===== config.mk =====
export PLATFORM = sky130hd
export DESIGN_NAME = pitas_cell
export DESIGN_NICKNAME = d
export VERILOG_FILES = /design/src/sv/pitas_pkg.sv /design/src/sv/pitas_cell.sv
export SDC_FILE = /design/constraint.sdc
export NUM_CORES = 1
export LEC_CHECK = 0
export BUFFER_PORTS_ARGS = -buffer_cell sky130_fd_sc_hd__buf_2
export CAP_MARGIN = 20
export CORE_AREA = 4 4 258 260
export CTS_CLUSTER_SIZE = 40
export DETAILED_ROUTE_END_ITERATION = 12
export DIE_AREA = 0 0 262 264
export PLACE_DENSITY = 0.75
export SLEW_MARGIN = 20
export SYNTH_ARGS = -nofsm -noshare
export SYNTH_HDL_FRONTEND = slang
export SYNTH_SLANG_ARGS = --single-unit

===== constraint.sdc =====
create_clock -name clk -period 7.9 [get_ports clk]
set_clock_uncertainty 0.05 [all_clocks]
set_input_delay 1.58 -clock clk [delete_from_list [all_inputs] [get_ports clk]]
set_output_delay 1.58 -clock clk [all_outputs]
set_load 0.03 [all_outputs]

===== src/sv/pitas_pkg.sv =====
// Package: shared types and constants for the angle-sum point-in-triangle test.
package pitas_pkg;
  localparam int CoordW  = 16;
  localparam int VecW    = 17;
  localparam int ProdW   = 36;
  localparam int ZW      = 34;
  localparam int AngW    = 17;
  localparam int MaxStg  = 24;
  localparam logic [ZW-1:0] PiQ30     = 34'd3373259426;
  localparam logic [ZW-1:0] TinyQ30   = 34'd187404;
  localparam logic [ZW-1:0] NearPiQ30 = 34'd3373072023;
  localparam logic signed [AngW-1:0] PiQ13 = 17'sd25736;

  typedef logic signed [CoordW-1:0] coord_t;
  typedef logic signed [VecW-1:0] vec_t;
  typedef logic signed [ProdW-1:0] prod_t;

  // CORDIC cell state handed from cell to cell, one per angle pair.
  typedef struct packed {
    logic        zero;    // angle forced to zero
    logic        pi;      // angle forced to pi
    logic        neg_dot; // reflect result about pi
    logic        neg_crs; // negate final angle
    prod_t       x;
    prod_t       y;
    logic signed [ZW:0] z;
  } cell_t;

  function automatic logic [ZW-1:0] atan_q30(input int i);
    logic [ZW-1:0] t;
    case (i)
      0: t = 34'd843314856;   1: t = 34'd497837829;
      2: t = 34'd263043836;   3: t = 34'd133525158;
      4: t = 34'd67021686;    5: t = 34'd33543515;
      6: t = 34'd16775850;    7: t = 34'd8388437;
      8: t = 34'd4194282;     9: t = 34'd2097149;
      10: t = 34'd1048575;    11: t = 34'd524287;
      12: t = 34'd262143;     13: t = 34'd131071;
      14: t = 34'd65535;      15: t = 34'd32767;
      16: t = 34'd16383;      17: t = 34'd8191;
      18: t = 34'd4095;       19: t = 34'd2047;
      20: t = 34'd1023;       21: t = 34'd511;
      22: t = 34'd255;        23: t = 34'd127;
      default: t = '0;
    endcase
    return t;
  endfunction
endpackage


===== src/sv/pitas_cell.sv =====
// CORDIC cell: one vectoring rotation on three angle pairs at once.
module pitas_cell #(
  parameter int Idx = 0
) (
  input  logic                  clk,
  input  logic                  en,
  input  pitas_pkg::cell_t [2:0] d_in,
  output pitas_pkg::cell_t [2:0] d_out
);
  import pitas_pkg::*;
  cell_t [2:0] q_nxt;
  cell_t [2:0] q_r;
  localparam logic [ZW:0] At = {1'b0, atan_q30(Idx)};

  always_comb begin
    q_nxt = d_in;
    for (int k = 0; k < 3; k++) begin
      if (!d_in[k].y[ProdW-1]) begin
        q_nxt[k].x = d_in[k].x + (d_in[k].y >>> Idx);
        q_nxt[k].y = d_in[k].y - (d_in[k].x >>> Idx);
        q_nxt[k].z = d_in[k].z + $signed(At);
      end else begin
        q_nxt[k].x = d_in[k].x - (d_in[k].y >>> Idx);
        q_nxt[k].y = d_in[k].y + (d_in[k].x >>> Idx);
        q_nxt[k].z = d_in[k].z - $signed(At);
      end
    end
  end

  always_ff @(posedge clk) begin
    if (en) begin
      q_r <= q_nxt;
    end
  end
  assign d_out = q_r;
endmodule


Word level (Yosys, flattened, before mapping)

Cells that the tools add are included.

Output and inout port bits: 333
Register bits after elaboration: 333
Word-level logic and storage cells: 39

$add $sub $neg: 15
Mux-type cells: 3

Operators by type and width:

| kind                   | number |
|---|---|
| $mux 107               | 3 |
| $sub 36x36->36         | 6 |
| $add 36x36->36         | 3 |
| $add 35x31->35 const B | 3 |
| $sub 35x31->35 const B | 3 |

Depth between registers and ports, before layout

Depth after elaboration: 2
Depth in mapped cells: 15
Depth with buffers taken out: 13

Worst setup path after synthesis

No wires, ideal clock.

Path type: input -> register
Start: input d_in[181] in the netlist's numbering
End: register q_r (netlist bit d_out[144]), data pin
Stages: 14
Arrival time: 5.095 ns
Data required time: 7.590 ns
Path buffers: 3
Path slack: 2.495 ns
Cells stage by stage: clkbuf_1 -> inv_1 -> clkbuf_1 -> buf_1 -> ha_1 -> a2111o_1 -> o22a_1 -> a221oi_2 -> o211ai_1 -> a211oi_2 -> o21bai_1 -> a311o_1 -> nand4_1 -> nand3_1

RTL lines:

| item                 | line             | text |
|---|---|---|
| start, declared      | pitas_cell.sv:7  | `input pitas_pkg::cell_t [2:0] d_in,` |
| end signal, assigned | pitas_cell.sv:32 | `q_r <= q_nxt;` |
| end, declared        | pitas_cell.sv:12 | `cell_t [2:0] q_r;` |

==> reports/results.txt <==
Post-synthesis cell count: 3826
RSZ-0062 raised after global routing: no
CP max-delay cell: buf_4
DP HPWL: 94100 um
Die Ht: 264 um
Crit path launch type: primary input
Initial core utilization: 51.4%
Commonest non-fill, non-tap cells in the layout: buf_2 (664), a21oi_1 (457), ha_1 (417), inv_1 (366), edfxtp_1 (330)
Critical path arrival: 5350 ps
Max FFs per register: 330
Cts hold-fix bufs: 0
Final non-filler cell total: 5310
Row count: 93
GRT overflow: 0
Final period util: 64.4%
FF+latch count, synth: 330
Placed cell count: 5209
Net Count, Synth: 4590
Critical path class: in -> reg
Share of layout cells above drive strength 1: 17.9%
Root Buffer: clkbuf_16
Setup TNS: 0 ps
Clk buf depth: 3
Total Power: 7590 uW
Final wirelength: 118000 um
Area delta synth->final: 16.6%
TritonCTS clock tree: yes
Placer Congestion: 1.03
Hold Crit Class: in -> reg
Port-buffer cells: 667
CP Cell Sequence: buf_4 -> inv_2 -> buf_4 -> ha_1 -> nor2b_1 -> o31a_1 -> o22a_1 -> a221oi_2 -> o211ai_1 -> a211oi_2 -> o21bai_1 -> a311o_1 -> nand4_1 -> nand3_1
Num CTS Buffers: 42
Global Route Usage Sum: 32.0%
Pwr dens: 198 nW/um^2
CTS sink cnt: 330
Core Util, Final: 59.9%
Largest stage delay, worst path: 540 ps
Share of flip-flops with an asynchronous set or reset: 0%
Crit path required time: 8170 ps
First-pass GRT wire length: 175000 um
Antenna viol nets, final: 0
Cell variety after synth: 84
Vias: 31816
Clock-pin slew on the worst setup and hold paths: 60 ps
Initial antenna violation count: 34
Min-delay src: d_in[329]
Syn Area/Cell: 8.61 um^2
Fmax: 0.197 GHz
Leakage: 0.0175 uW
Post-synthesis sequential area ratio: 30.1%
Final setup violating endpoints: 0
CP Max Fanout: 40
DR WL/cell: 22.1 um
Crit-path leading delay family: compound AO/OA/AOI/OAI gates
DR iter-0 viols: 3276
Predominant post-synthesis flop cell: edfxtp_1
Largest net degree at the start of global routing: 154
Die W: 262 um
Maximum VDD drop: 0.000192 V
Slew @ Worst Pin: 1150 ps
Syn. warnings: 0
Commonest non-fill, non-tap cell in the layout: buf_2
Slew Limit Fails: 0
Worst setup EP type: register
Max cap viols: 0
CP most frequent cell: buf_4
Tmin final: 5080 ps
Final Hold Vio Count: 0
Drt pass-1 iters: 6
Crit path buf inv count: 3
H-tree level count: 2
I/O pin total: 668
Hold Path Cell Cnt: 1
Post-synth EDFFs: 330
Die area: 69200 um^2
Layout Nets: 5162
Hold endpoint: d_out[329]$_DFFE_PP_
Post-CTS Setup Bufs: 0
Drt drc: 0
Status: completed
Vias in the first global route: 30340
Post-CTS sizing: 0
Vias per inst: 5.99
Slew HR: 23.4%
Syn Std Cell Area: 32900 um^2
Core area: 64100 um^2
-- layer usage --
metal / routed length (um) / vias up / global-route usage, %
met5: 81 / - / 0
met4: 6750 / 10 / 16.5
met3: 11400 / 332 / 7.37
met2: 52300 / 1569 / 50.1
met1: 47000 / 14957 / 41.4
li1: - / 14948 / -
-- synthesized netlist by cell type (7+ instances only) --
master / n / share of area [%]
a21oi_1: 457 / 6.9
o21bai_1: 99 / 2.3
inv_1: 368 / 4.2
buf_1: 22 / 0.25
fa_1: 12 / 0.73
nor2b_1: 48 / 0.91
mux2i_1: 46 / 1.4
a21o_1: 138 / 3.1
nor4_1: 18 / 0.34
or2_2: 15 / 0.29
nand3_1: 63 / 0.96
a21boi_0: 14 / 0.32
nand2_1: 187 / 2.1
o21ai_0: 247 / 3.8
o21a_1: 46 / 1.0
xor2_1: 56 / 1.5
o221ai_1: 7 / 0.19
nor3_1: 82 / 1.2
o31ai_1: 30 / 0.68
o31a_1: 12 / 0.32
a31o_2: 13 / 0.35
nand4_1: 48 / 0.91
a31oi_1: 34 / 0.65
a211o_1: 14 / 0.37
ha_1: 417 / 16
nand2b_1: 49 / 0.93
o211ai_1: 32 / 0.73
clkbuf_1: 110 / 1.3
nor2_1: 304 / 3.5
o41ai_1: 7 / 0.19
o311ai_0: 8 / 0.21
xnor2_1: 227 / 6.0
edfxtp_1: 330 / 30
o22ai_1: 8 / 0.15
or3_1: 25 / 0.48
buf_2: 13 / 0.20
and3_1: 24 / 0.46
a211oi_1: 38 / 0.87
a311oi_1: 8 / 0.21
a41oi_1: 9 / 0.24
and2_1: 14 / 0.27
a221oi_1: 16 / 0.43
-- how the worst max path moves through the flow --
stage                    from              endpoint  slack (ps)  cells after the start
CTS                 d_in[181]  d_out[144]$_DFFE_PP_        2880                     14
floorplan           d_in[181]  d_out[144]$_DFFE_PP_        2500                     14
detailed placement  d_in[181]  d_out[144]$_DFFE_PP_        2280                     14
global placement    d_in[292]  d_out[250]$_DFFE_PP_        2390                     13
global route        d_in[181]  d_out[144]$_DFFE_PP_        2630                     14
finish              d_in[181]  d_out[144]$_DFFE_PP_        2820                     14
-- through the flow --
stage                     hold slack, ps  cell area (um^2)  setup slack (ps)
after floorplan                     1630             32900              2500
after global placement              1710             36800              2390
after detailed placement            1710             36800              2280
after CTS                           1070             38300              2880
after global routing                1090             38400              2630
final                               1110             38400              2820
-- where the power goes --
group | switching (uW) | internal (uW) | total (uW)
registers | 104 | 2320 | 2420
logic | 2070 | 990 | 3060
clock network | 850 | 1250 | 2100
-- area by class of cell --
type	instances	area, um^2
fillers	5845	25700
multi-input cells	2972	21000
flip-flops and latches	330	9910
repair buffers	676	3430
inverters	376	1410
well taps	855	1070
clock buffers	44	1060
clock inverters	34	438
diodes	23	57.6
-- cells by family (layout without fill, tap and decap cells) --
logic type               count (synthesis)  count (layout)  synth area share, %
XOR/XNOR                               283             283                 7.53
flip-flops                             330             330                 30.1
adder cells (fa/ha/maj)                429             429                 16.6
AND/OR/NAND/NOR                        907             907                 13.2
AO/OA/AOI/OAI                         1306            1306                 25.1
other                                    0              23                    0
buffers and inverters                  524            1130                 6.06
multiplexers                            47              47                 1.43
(Power assumes the default switching activity.)
